### config.mk
export PLATFORM = sky130hd
export DESIGN_NAME = multi_zone_thermostat_supervisor_unit
export DESIGN_NICKNAME = d
export VERILOG_FILES = /design/src/rtl/mzts_pkg.sv /design/src/rtl/multi_zone_thermostat_supervisor_unit.sv
export SDC_FILE = /design/constraint.sdc
export NUM_CORES = 1
export LEC_CHECK = 0
export BUFFER_PORTS_ARGS = -buffer_cell sky130_fd_sc_hd__buf_2
export CORE_MARGIN = 2
export CORE_UTILIZATION = 50
export CTS_CLUSTER_SIZE = 24
export DETAILED_ROUTE_END_ITERATION = 10
export MAX_ROUTING_LAYER = met4
export PLACE_DENSITY = 0.7
export SETUP_SLACK_MARGIN = 0.3
export SLEW_MARGIN = 15
export SYNTH_ARGS = -nofsm -noshare
export SYNTH_HDL_FRONTEND = slang
export SYNTH_SLANG_ARGS = --single-unit
### constraint.sdc
create_clock -name clk -period 3.4 [get_ports clk]
set_clock_uncertainty 0.1 [all_clocks]
set_input_delay 0.17 -clock clk [delete_from_list [all_inputs] [get_ports clk]]
set_output_delay 0.17 -clock clk [all_outputs]
set_load 0.005 [all_outputs]
### src/rtl/mzts_pkg.sv
`timescale 1ns / 1ps
`default_nettype none
// ----------------------------------------------------------------------------
// mzts_pkg
// Shared types and constants of the multi-zone thermostat supervisor.
// ----------------------------------------------------------------------------
package mzts_pkg;

	// zones that are served; samples for higher zones are dropped
	localparam int ZONES = 3;

	localparam int TEMP_W  = 12;
	localparam int LIMIT_W = 24;
	localparam int ACK_W   = 16;
	localparam int WDOG_W  = 8;
	localparam int CLR_W   = 8;
	localparam int FLAG_W  = 4;
	localparam int BAND_W  = TEMP_W + 2;

	localparam int S_TDATA_W = 16;
	localparam int M_TDATA_W = 16;

	typedef enum logic [1:0] {
		CMD_SAMPLE = 2'd0,
		CMD_FAIL   = 2'd1,
		CMD_TICK   = 2'd2
	} command_t;

	typedef enum logic [1:0] {
		ALM_IDLE   = 2'd0,
		ALM_ACTIVE = 2'd1,
		ALM_ACKED  = 2'd2
	} alarm_mode_t;

	typedef enum logic [2:0] {
		REG_CRITICAL = 3'd0,
		REG_ZONE0    = 3'd1,
		REG_ZONE1    = 3'd2,
		REG_ZONE2    = 3'd3,
		REG_ZONE3    = 3'd4,
		REG_ACK      = 3'd5,
		REG_WATCHDOG = 3'd6,
		REG_CLEAR    = 3'd7
	} reg_index_t;

	localparam logic signed [TEMP_W-1:0] CRITICAL_RESET = 12'sd800;
	localparam logic [ACK_W-1:0]  ACK_RESET      = 16'd40;
	localparam logic [WDOG_W-1:0] WATCHDOG_RESET = 8'd10;
	localparam logic [CLR_W-1:0]  CLEAR_RESET    = 8'd4;

	// setpoint / hysteresis reset per zone: 22.0/1.0, 18.0/2.0, 25.0/0.5, 0/0
	localparam logic [LIMIT_W-1:0] LIMIT_RESET [4] = '{
		24'd65888, 24'd131360, 24'd33168, 24'd0
	};

endpackage
`default_nettype wire

### src/rtl/multi_zone_thermostat_supervisor_unit.sv
`timescale 1ns / 1ps
`default_nettype none
// ----------------------------------------------------------------------------
// multi_zone_thermostat_supervisor_unit
// Per-zone hysteresis heater control with critical limit, sensor fault
// flags, fixed-window watchdog and an auto-acknowledging alarm.
// ----------------------------------------------------------------------------
//
// Channel   | Direction | Signals                          | Moves
// ----------+-----------+----------------------------------+---------------------
// s_axis    | in        | s_tvalid s_tready s_tdata s_tuser| sample / fail / tick
// m_axis    | out       | m_tvalid m_tready m_tdata        | one status per item
// cfg       | in        | cfg_valid cfg_ready cfg_index/data| register write
//
// Each input transfer lands in an input register; from there the state
// update and the status word are computed and captured in the result
// register. One item per cycle is sustained while m_tready is high. A
// stall on m_tready holds the result register and the input register;
// s_tready drops only when both are full.
// Reset clears all state, loads the register defaults and the watchdog
// window. cfg_ready is always high.
//
module multi_zone_thermostat_supervisor_unit (
	input  wire logic        clk,
	input  wire logic        arst_n,
	input  wire logic        s_tvalid,
	output      logic        s_tready,
	input  wire logic [15:0] s_tdata,   // [1:0] zone, [13:2] temperature, [15:14] zero
	input  wire logic [1:0]  s_tuser,   // [1:0] command
	output      logic        m_tvalid,
	input  wire logic        m_tready,
	output      logic [15:0] m_tdata,   // [3:0] heater_bits, [4] buzzer,
	                                    // [6:5] alarm_mode, [10:7] fault_bits,
	                                    // [14:11] critical_bits, [15] zero
	input  wire logic        cfg_valid,
	output      logic        cfg_ready,
	input  wire logic [2:0]  cfg_index,
	input  wire logic [23:0] cfg_data
);

	localparam int Z = mzts_pkg::ZONES;
	localparam int TW = mzts_pkg::TEMP_W;
	localparam int BW = mzts_pkg::BAND_W;

	// configuration registers
	logic signed [TW-1:0]             crit_lim_q;
	logic [mzts_pkg::LIMIT_W-1:0]     limits_q [Z];
	logic [mzts_pkg::ACK_W-1:0]       ack_ticks_q;
	logic [mzts_pkg::WDOG_W-1:0]      wdog_ticks_q;
	logic [mzts_pkg::CLR_W-1:0]       clr_ticks_q;

	// input stage
	logic                 valid_s1;
	logic [1:0]           cmd_s1;
	logic [1:0]           zone_s1;
	logic signed [TW-1:0] temp_s1;

	// supervisor state
	logic signed [TW-1:0]          temp_q [Z];
	logic [Z-1:0]                  fault_q, crit_q, heat_q, checkin_q;
	mzts_pkg::alarm_mode_t         alarm_q;
	logic [mzts_pkg::ACK_W-1:0]    alarm_tmr_q;
	logic [mzts_pkg::WDOG_W-1:0]   wdog_q;
	logic [mzts_pkg::CLR_W-1:0]    clr_q;

	// next state
	logic [Z-1:0]                  fault_n, crit_n, heat_n, checkin_n;
	mzts_pkg::alarm_mode_t         alarm_n;
	logic [mzts_pkg::ACK_W-1:0]    alarm_tmr_n;
	logic [mzts_pkg::WDOG_W-1:0]   wdog_n;
	logic [mzts_pkg::CLR_W-1:0]    clr_n;

	logic                 out_valid_q;
	logic [15:0]          out_data_q;
	logic                 advance;
	logic                 zone_ok;
	logic [Z-1:0]         zbit;
	logic [3:0]           heat_o, fault_o, crit_o;

	// the result register frees when it is empty or being taken
	assign advance   = valid_s1 && (!out_valid_q || m_tready);
	assign s_tready  = !valid_s1 || advance;
	assign cfg_ready = 1'b1;
	assign m_tvalid  = out_valid_q;
	assign m_tdata   = out_data_q;

	assign zone_ok = (int'(zone_s1) < Z);
	assign zbit    = Z'(1) << zone_s1;

	// ---------------------------------------------------------------- config
	always_ff @(posedge clk or negedge arst_n) begin
		if (!arst_n) begin
			crit_lim_q   <= mzts_pkg::CRITICAL_RESET;
			ack_ticks_q  <= mzts_pkg::ACK_RESET;
			wdog_ticks_q <= mzts_pkg::WATCHDOG_RESET;
			clr_ticks_q  <= mzts_pkg::CLEAR_RESET;
			for (int i = 0; i < Z; i++) begin
				limits_q[i] <= mzts_pkg::LIMIT_RESET[i];
			end
		end else if (cfg_valid) begin
			case (cfg_index)
				mzts_pkg::REG_CRITICAL: crit_lim_q   <= cfg_data[TW-1:0];
				mzts_pkg::REG_ACK:      ack_ticks_q  <= cfg_data[mzts_pkg::ACK_W-1:0];
				mzts_pkg::REG_WATCHDOG: wdog_ticks_q <= cfg_data[mzts_pkg::WDOG_W-1:0];
				mzts_pkg::REG_CLEAR:    clr_ticks_q  <= cfg_data[mzts_pkg::CLR_W-1:0];
				default: begin
					// zone limit registers; writes for unserved zones are dropped
					for (int i = 0; i < Z; i++) begin
						if (int'(cfg_index) == int'(mzts_pkg::REG_ZONE0) + i) begin
							limits_q[i] <= cfg_data;
						end
					end
				end
			endcase
		end
	end

	// ----------------------------------------------------------- input stage
	always_ff @(posedge clk or negedge arst_n) begin
		if (!arst_n) begin
			valid_s1 <= 1'b0;
		end else if (s_tready) begin
			valid_s1 <= s_tvalid;
		end
	end

	always_ff @(posedge clk) begin
		if (s_tready && s_tvalid) begin
			cmd_s1  <= s_tuser;
			zone_s1 <= s_tdata[1:0];
			temp_s1 <= s_tdata[13:2];
		end
	end

	// ------------------------------------------------------ next-state logic
	always_comb begin
		logic signed [BW-1:0] sp, hy, tz;
		logic                 clr_all;
		logic                 trig;
		logic                 crit_now;

		fault_n     = fault_q;
		crit_n      = crit_q;
		heat_n      = heat_q;
		checkin_n   = checkin_q;
		alarm_n     = alarm_q;
		alarm_tmr_n = alarm_tmr_q;
		wdog_n      = wdog_q;
		clr_n       = clr_q;
		clr_all     = ((fault_q | crit_q) == '0);
		trig        = 1'b0;
		crit_now    = (temp_s1 >= crit_lim_q);
		sp          = '0;
		hy          = '0;
		tz          = '0;

		case (cmd_s1)
			mzts_pkg::CMD_SAMPLE: begin
				if (zone_ok) begin
					fault_n   = fault_q & ~zbit;
					crit_n    = crit_now ? (crit_q | zbit) : (crit_q & ~zbit);
					checkin_n = checkin_q | zbit;
					trig      = crit_now;
				end
			end
			mzts_pkg::CMD_FAIL: begin
				if (zone_ok && ((fault_q & zbit) == '0)) begin
					fault_n = fault_q | zbit;
					trig    = 1'b1;
				end
			end
			mzts_pkg::CMD_TICK: begin
				// heaters: forced off unless alarm idle and zone healthy
				for (int i = 0; i < Z; i++) begin
					sp = BW'(signed'(limits_q[i][TW-1:0]));
					hy = BW'(limits_q[i][2*TW-1:TW]);
					tz = BW'(temp_q[i]);
					if (alarm_q != mzts_pkg::ALM_IDLE || fault_q[i] || crit_q[i]) begin
						heat_n[i] = 1'b0;
					end else if (tz < sp - hy) begin
						heat_n[i] = 1'b1;
					end else if (tz > sp + hy) begin
						heat_n[i] = 1'b0;
					end
				end

				// alarm timers
				case (alarm_q)
					mzts_pkg::ALM_ACTIVE: begin
						if (alarm_tmr_q <= 1) begin
							alarm_tmr_n = '0;
							if (clr_all) begin
								alarm_n = mzts_pkg::ALM_IDLE;
							end else begin
								alarm_n = mzts_pkg::ALM_ACKED;
								clr_n   = clr_ticks_q;
							end
						end else begin
							alarm_tmr_n = alarm_tmr_q - 1'b1;
						end
					end
					mzts_pkg::ALM_ACKED: begin
						if (clr_q <= 1) begin
							if (clr_all) begin
								alarm_n = mzts_pkg::ALM_IDLE;
								clr_n   = '0;
							end else begin
								clr_n = clr_ticks_q;
							end
						end else begin
							clr_n = clr_q - 1'b1;
						end
					end
					default: ;
				endcase

				// watchdog window
				if (wdog_q > 1) begin
					wdog_n = wdog_q - 1'b1;
				end else begin
					for (int i = 0; i < Z; i++) begin
						if (!checkin_q[i] && !fault_q[i]) begin
							fault_n[i] = 1'b1;
							trig       = 1'b1;
						end else if (checkin_q[i] && fault_q[i]) begin
							fault_n[i] = 1'b0;
						end
					end
					checkin_n = '0;
					wdog_n    = wdog_ticks_q;
				end
			end
			default: ;
		endcase

		// a trigger starts the alarm only when the next alarm mode is idle
		if (trig && alarm_n == mzts_pkg::ALM_IDLE) begin
			alarm_n     = mzts_pkg::ALM_ACTIVE;
			alarm_tmr_n = ack_ticks_q;
		end
	end

	// ----------------------------------------------------------- state update
	always_ff @(posedge clk or negedge arst_n) begin
		if (!arst_n) begin
			fault_q     <= '0;
			crit_q      <= '0;
			heat_q      <= '0;
			checkin_q   <= '0;
			alarm_q     <= mzts_pkg::ALM_IDLE;
			alarm_tmr_q <= '0;
			wdog_q      <= mzts_pkg::WATCHDOG_RESET;
			clr_q       <= '0;
			for (int i = 0; i < Z; i++) begin
				temp_q[i] <= '0;
			end
		end else if (advance) begin
			fault_q     <= fault_n;
			crit_q      <= crit_n;
			heat_q      <= heat_n;
			checkin_q   <= checkin_n;
			alarm_q     <= alarm_n;
			alarm_tmr_q <= alarm_tmr_n;
			wdog_q      <= wdog_n;
			clr_q       <= clr_n;
			if (cmd_s1 == mzts_pkg::CMD_SAMPLE && zone_ok) begin
				temp_q[zone_s1] <= temp_s1;
			end
		end
	end

	// ------------------------------------------------------- result register
	// unserved zones read as zero
	assign heat_o  = mzts_pkg::FLAG_W'(heat_n);
	assign fault_o = mzts_pkg::FLAG_W'(fault_n);
	assign crit_o  = mzts_pkg::FLAG_W'(crit_n);

	always_ff @(posedge clk or negedge arst_n) begin
		if (!arst_n) begin
			out_valid_q <= 1'b0;
		end else if (advance) begin
			out_valid_q <= 1'b1;
		end else if (m_tready) begin
			out_valid_q <= 1'b0;
		end
	end

	always_ff @(posedge clk) begin
		if (advance) begin
			out_data_q <= {1'b0, crit_o, fault_o, alarm_n,
				(alarm_n == mzts_pkg::ALM_ACTIVE), heat_o};
		end
	end

	// ------------------------------------------------------------ assertions
	a_buzzer_matches_mode: assert property (@(posedge clk) disable iff (!arst_n)
		out_valid_q |-> (out_data_q[4] == (out_data_q[6:5] == mzts_pkg::ALM_ACTIVE)))
		else $error("buzzer does not follow alarm mode");

	a_heaters_off_in_alarm: assert property (@(posedge clk) disable iff (!arst_n)
		(advance && cmd_s1 == mzts_pkg::CMD_TICK && alarm_q != mzts_pkg::ALM_IDLE)
		|=> (heat_q == '0))
		else $error("heater left on during alarm tick");

	a_state_holds_without_item: assert property (@(posedge clk) disable iff (!arst_n)
		!advance |=> ($stable(fault_q) && $stable(alarm_q) && $stable(wdog_q)))
		else $error("state changed without an item");

endmodule
`default_nettype wire
==> results_dict.tcl, run 1 <==
set metrics [dict create \
    status "complete, but fails checks" \
    violations "negative setup slack" \
    synth.area.top_cells "dfrtp_1, ha_1, mux2_2" \
    critPathCaptureType "register" \
    power_density_nw_per_um2 770 \
    dp_hpwl_um 29000 \
    async_reset_ff_frac 0.877 \
    path_clk_slew_ns 0.07 \
    crit_path_max_fanout 2 \
    worstMarginPinSlew_ns 0.916 \
    rows 63 \
    synth.most_common_cell "dfrtp_1" \
    syn_inst 1492 \
    cp-start-kind "register" \
    synthTopCellsByCount "dfrtp_1, ha_1, nand2_1" \
    grt.total_usage 0.268 \
    gp_congestion 0.924 \
    final_nets 1984 \
    vias_per_cell 5.61 \
    place_ws_ns -0.457 \
    rsz0062_at_grt "yes" \
    cp.required_ns 3.69 \
    io_pins 69 \
    worstSetupPathType "register to register" \
    ys_types 74 \
    routed_wl_um 40700 \
    gr-total-overflow 0 \
    final.period_utilization 1.12 \
    drtAntennaViolNets 0 \
    first_iter_violations 800 \
    antenna_found_initial 0 \
    slew-limit-headroom 0.386 \
    drv_cap 0 \
    initial_core_util 0.505 \
    die_w_um 177 \
    fin_crit_ns 3.80 \
    cts_buffer_depth 3 \
    post_drt_wl_per_cell_um 18.9 \
    netlist.area_leader.share 0.301 \
    seq_area_frac_synth 0.394 \
    regArea_um2 5880 \
    syn_to_final_growth_pct 24.1 \
    hold_violations 0 \
    synth_area_per_cell_um2 9.98 \
    cts_inserted_buffers 26 \
    yosys_register_bits 228 \
    max_clock_freq_mhz 263 \
    core_area_um2 29500 \
    fill_cells 2395 \
    cp.arrival_ns 4.08 \
    maxSlewViolCount 0 \
    synthFlopType "dfrtp_1" \
    port_buffers 61 \
    ir_drop_uv 415 \
    grt_pass1_wl_um 63400 \
    via_count 12124 \
    fin_area_um2 18500 \
    root_buffer "clkbuf_16" \
    drc 0 \
    h-tree-depth 1 \
    insertion_delay_ns 0.56 \
    die_y_um 177 \
    hp-class "input pin to register" \
    finalSetupViolations 6 \
    whs_ns 0.111 \
    grt_max_degree 79 \
    synth_top_area_cell "dfrtp_1" \
    power_leakage_nw 8.50 \
    yosys_warnings 0 \
    final_layout_size_suffix_gt1_frac 0.276 \
    cts.sinks 228 \
    firstDrtPassIters 5 \
    diodes 0 \
    cts_tree "built" \
    syn_area_um2 14900 \
    grt_pass1_vias 11825 \
    layout_setup_ws_ns -0.398 \
    dieArea_um2 31200 \
    place_area_um2 16700 \
    synth_edf_count 28 \
    multi_input_area_um2 8670 \
    power.total_w 0.0142 \
]
[worst paths after layout]
path / startpoint / to / cells past startpoint / slack (ns)
min reg2reg: wdog_ticks_q[0] / wdog_q[0] / 2 / 0.39
max: limits_q[24] / m_tdata[1] / 17 / -0.40
max in group asynchronous: arst_n / limits_q[41] / 3 / 2.10
max reg2reg: limits_q[24] / m_tdata[1] / 17 / -0.40
min in group asynchronous: arst_n / alarm_tmr_q[15] / 2 / 0.12
min: cfg_index[0] / crit_lim_q[8] / 5 / 0.11
[kinds of logic after synthesis]
| kind of cell | Yosys count | share of synthesized area |
|---|---|---|
| adder cells (fa/ha/maj) | 183 | 0.157 |
| multiplexers | 122 | 0.0917 |
| other | 2 | 0.000504 |
| flip-flops | 228 | 0.394 |
| buffers and inverters | 160 | 0.0426 |
| AND/OR/NAND/NOR | 366 | 0.121 |
| XOR/XNOR | 69 | 0.0406 |
| AO/OA/AOI/OAI | 362 | 0.153 |
[layout by cell type, fill, tap and decap left out, types with 9 or more instances in the layout]
cell / n
a21o_1: 25
a21oi_1: 88
a21oi_2: 15
a221o_1: 12
a31oi_1: 16
buf_2: 60
buf_4: 161
clkbuf_16: 26
dfrtp_1: 175
dfstp_2: 21
dlygate4sd3_1: 44
edfxtp_1: 28
ha_1: 172
inv_1: 112
mux2_2: 115
nand2_1: 119
nand2b_1: 17
nand3_1: 17
nand4_1: 15
nor2_1: 79
nor2b_1: 24
nor3_1: 33
o211ai_1: 12
o21a_1: 10
o21ai_0: 94
o21ai_1: 9
o21bai_1: 11
o31ai_1: 10
xnor2_1: 55
xor2_1: 14
[flip-flops by register name (all words and copies together), names as in the netlist, 3 cells and up]
name and cells:
clr_ticks_q 8, heat_q 3, m_tdata 12, fault_q 3, ack_ticks_q 16, wdog_q 8
temp_q 36, crit_q 3, checkin_q 3, alarm_tmr_q 16, wdog_ticks_q 8, crit_lim_q 12
limits_q 72, clr_q 8, temp_s1 12
[stage by stage]
stage	utilization	instances	setup TNS, ns
floorplan	-	1495	-0.351
global route	0.627	2161	-3.09
finish	0.627	2161	-1.99
global placement	0.566	2043	-1.69
CTS	0.618	2150	-1.74
detailed placement	0.566	2043	-2.36
[critical path, cell delays in order, from the launching register on]
cell and delay (ns):
dfrtp_1 0.38, ha_2 0.20, fa_2 0.35, a21oi_2 0.14, o21bai_1 0.09, a21o_1 0.20, a221o_1 0.33, a21oi_2 0.16
nor2b_4 0.16, xnor2_1 0.12, ha_1 0.26, and4_1 0.21, a21oi_2 0.13, o31ai_2 0.08, o311ai_1 0.24, o211a_1 0.22
a221oi_2 0.05, o31ai_1 0.24
[repair_timing]
| item | CTS | global route |
|---|---|---|
| pin swaps | 26 | 38 |
| hold buffers | 44 | 0 |
| endpoints found under the setup margin | 15 | 22 |
| hold endpoints to repair | 160 | 0 |
| gates resized for setup | 18 | 44 |
| setup buffers | 15 | 11 |
[metal layers]
metal,track usage,vias up,wire (µm)
met5,-,-,0
li1,-,5842,-
met4,0.0640,0,1010
met2,0.433,301,18700
met3,0.0364,67,2170
met1,0.360,5914,18900
[power breakdown]
part | switching (W) | internal [W] | leakage [nW] | total, W
clock network | 0.00122 | 0.00185 | 0.458 | 0.00307
logic | 0.00357 | 0.00348 | 5.41 | 0.00704
registers | 0.000619 | 0.00350 | 2.63 | 0.00412
[final cells by class]
| class | instances | area share |
|---|---|---|
| Clock buffer | 34 | 0.0401 |
| Timing Repair Buffer | 275 | 0.112 |
| Multi-Input combinational cell | 1107 | 0.469 |
| Inverter | 113 | 0.0230 |
| Tap cell | 390 | 0.0264 |
| Clock inverter | 14 | 0.0109 |
| Sequential cell | 228 | 0.318 |
(Power assumes the default switching activity.)
==> run 2, diff against run 1 <==
Settings changed: CORE_MARGIN 2 to 5, SETUP_SLACK_MARGIN 0.3 to 0.2.
==> run 2 against run 1 <==
  * The flow still finishes with violations (negative setup slack)
  * Via count decreased by 0.40%
  * Sequential share of layout area increased by 0.51 points
  * Sequential power about the same
  * Clock power decreased by 10%
  * Global-route usage decreased by 2.1 points
  * Register-to-register slack got worse by 0.03 ns
==> results_dict.tcl, run 2 (synthesis results as in run 1) <==
set metrics [dict create \
    worstMarginPinSlew_ns 0.964 \
    timing.rr.end "m_tdata[1]" \
    syn_to_final_growth_pct 22.1 \
    top_register "limits_q" \
    grt_pass1_wl_um 64000 \
    cp.required_ns 3.67 \
    slew-limit-headroom 0.354 \
    place_inst 2040 \
    path_clk_slew_ns 0.06 \
    cts_inserted_buffers 26 \
    top_usage_layer "met2" \
    post_drt_wl_per_cell_um 18.8 \
    final_nets 1970 \
    rsz0062_at_grt "yes" \
    cp.arrival_ns 4.10 \
    multi_input_area_um2 8590 \
    initial_core_util 0.504 \
    layout_setup_ws_ns -0.430 \
    final_common_cell "dfrtp_1" \
    whs_ns 0.149 \
    final_cells 2151 \
    violations "negative setup slack" \
    first_iter_violations 768 \
    via_count 12075 \
    cp_top_family "compound AO/OA/AOI/OAI gates" \
    slowest_delay_ns 0.39 \
    largest_reg_flops 72 \
    grtUsageMet1 0.326 \
    grt_max_degree 94 \
    power_density_nw_per_um2 756 \
    root_buffer "clkbuf_16" \
    status "complete, but fails checks" \
    drv_cap 0 \
    power_frac_clock 0.201 \
    switchingPower_w 0.00524 \
    swShare 0.381 \
    r2r_cells 17 \
    p_int_w 0.00850 \
    hold_violations 0 \
    grt.total_usage 0.247 \
    met3_usage 0.0526 \
    largestRegisters "limits_q x72, temp_q x36" \
    timing.critical_path.mode_cell "a21oi_2" \
    cts_tree "built" \
    worstSetupPathType "register to register" \
    grt_pass1_vias 11912 \
    cts.sinks 228 \
    dp_hpwl_um 29500 \
    crit_path_max_fanout 2 \
    core_area_um2 29600 \
    ff2ff_setup_slack_ns -0.43 \
    final.period_utilization 1.13 \
    vias_per_cell 5.61 \
    cts_buffer_depth 3 \
    dieArea_um2 33300 \
    firstDrtPassIters 5 \
    critical_path_buf_inv_count 0 \
    io_pins 69 \
    r2r-start "limits_q[24]" \
    insertion_delay_ns 0.55 \
    finalSetupTns_ns -2.15 \
    rows 63 \
    fin_crit_ns 3.83 \
    routed_wl_um 40400 \
    max_clock_freq_mhz 261 \
    cp_slowest_cell "dfrtp_1" \
    h-tree-depth 1 \
    path_cells "ha_2 -> fa_2 -> a21oi_2 -> o21bai_1 -> a21o_1 -> a221o_1 -> a21oi_2 -> nor2b_4 -> xnor2_2 -> ha_1 -> and4_1 -> a21oi_2 -> o31ai_2 -> o311ai_1 -> o211a_1 -> a221oi_2 -> o31ai_1" \
    hp-class "input pin to register" \
    antenna_found_initial 4 \
    whs_path_depth 5 \
    die_y_um 183 \
    p_comb_frac 0.500 \
    layout_common_cells "dfrtp_1, ha_1, buf_4, nand2_1, mux2_2" \
    die_w_um 183 \
    drtAntennaViolNets 0 \
    grtUsageMet2 0.387 \
    hold_end "crit_lim_q[8]" \
    ir_drop_uv 425 \
    maxSlewViolCount 0 \
    fill_cells 2438 \
    gp_congestion 0.910 \
    fin_util 0.615 \
    drc 0 \
    port_buffers 61 \
    gr-total-overflow 0 \
    worstHoldStart "cfg_index[0]" \
    cp-start-kind "register" \
    power_leakage_nw 8.38 \
    regArea_um2 5870 \
    p_seq_frac 0.299 \
    finalSetupViolations 6 \
    critPathCaptureType "register" \
    final_layout_size_suffix_gt1_frac 0.257 \
]
-- run 2: cell types whose count changed in the layout (fill, tap and decap cells not counted), moves of 3 or more --
cell	before	now
dfrtp_1	175	178
diode_2	0	4
buf_4	161	153
a21oi_1	88	92
dfrtp_2	4	1
bufinv_16	4	1
clkbuf_1	2	7
buf_6	7	1
a21oi_2	15	11
clkinv_2	3	6
-- run 2: how the worst max path moves through the flow --
stage / start / endpoint / slack (ns) / cells past startpoint
detailed placement: limits_q[24] / m_tdata[1] / -0.46 / 17
floorplan: limits_q[36] / m_tdata[1] / -0.17 / 17
global route: limits_q[24] / m_tdata[1] / -0.65 / 17
finish: limits_q[24] / m_tdata[1] / -0.43 / 17
CTS: limits_q[24] / m_tdata[1] / -0.44 / 17
global placement: limits_q[24] / m_tdata[1] / -0.35 / 17
-- run 2: metal layers --
metal / up-vias / share of wire
met5: - / 0
met1: 5863 / 0.46
li1: 5823 / -
met4: 0 / 0.028
met3: 74 / 0.058
met2: 315 / 0.46
-- run 2: cell type report --
type	instances	share of cell area
multi-input combinational	1107	0.472
sequential	228	0.323
timing repair buffer	261	0.108
clock buffer	38	0.0410
tap	390	0.0268
inverter	113	0.0233
clock inverter	10	0.00509
antenna	4	0.000551
-- run 2: worst reg2reg max path, delay by kind of cell (launching register included) --
| kind | cells | cell delay, ns |
|---|---|---|
| compound gates | 11 | 1.85 |
| flops | 1 | 0.39 |
| xor+xnor | 1 | 0.11 |
| fa+ha+maj | 3 | 0.83 |
| simple gates | 2 | 0.38 |
-- run 2: metrics by stage --
step,total power [W],setup slack [ns],instance area [µm²]
2_1_floorplan,0.00851,-0.170,15000
3_3_place_gp,0.0104,-0.347,16700
3_5_place_dp,0.0107,-0.461,16700
4_1_cts,0.0137,-0.436,18000
5_1_grt,0.0148,-0.655,18200
6_report,0.0137,-0.430,18200
-- run 2: timing repair --
action / 4_1_cts / 5_1_grt
pin swaps: 18 / 10
hold buffers: 44 / 0
gates resized for setup: 8 / 24
endpoints found under the hold margin: 171 / 0
endpoints found under the setup margin: 14 / 20
buffers inserted: 10 / 5
-- run 2: power groups by stage --
stage                     combinational (W)  sequential (W)  clock [W]
after floorplan                     0.00454         0.00397          0
after global placement              0.00634         0.00410          0
after detailed placement            0.00660         0.00413          0
after CTS                           0.00677         0.00410    0.00280
after global routing                0.00773         0.00420    0.00291
final                               0.00687         0.00411    0.00276
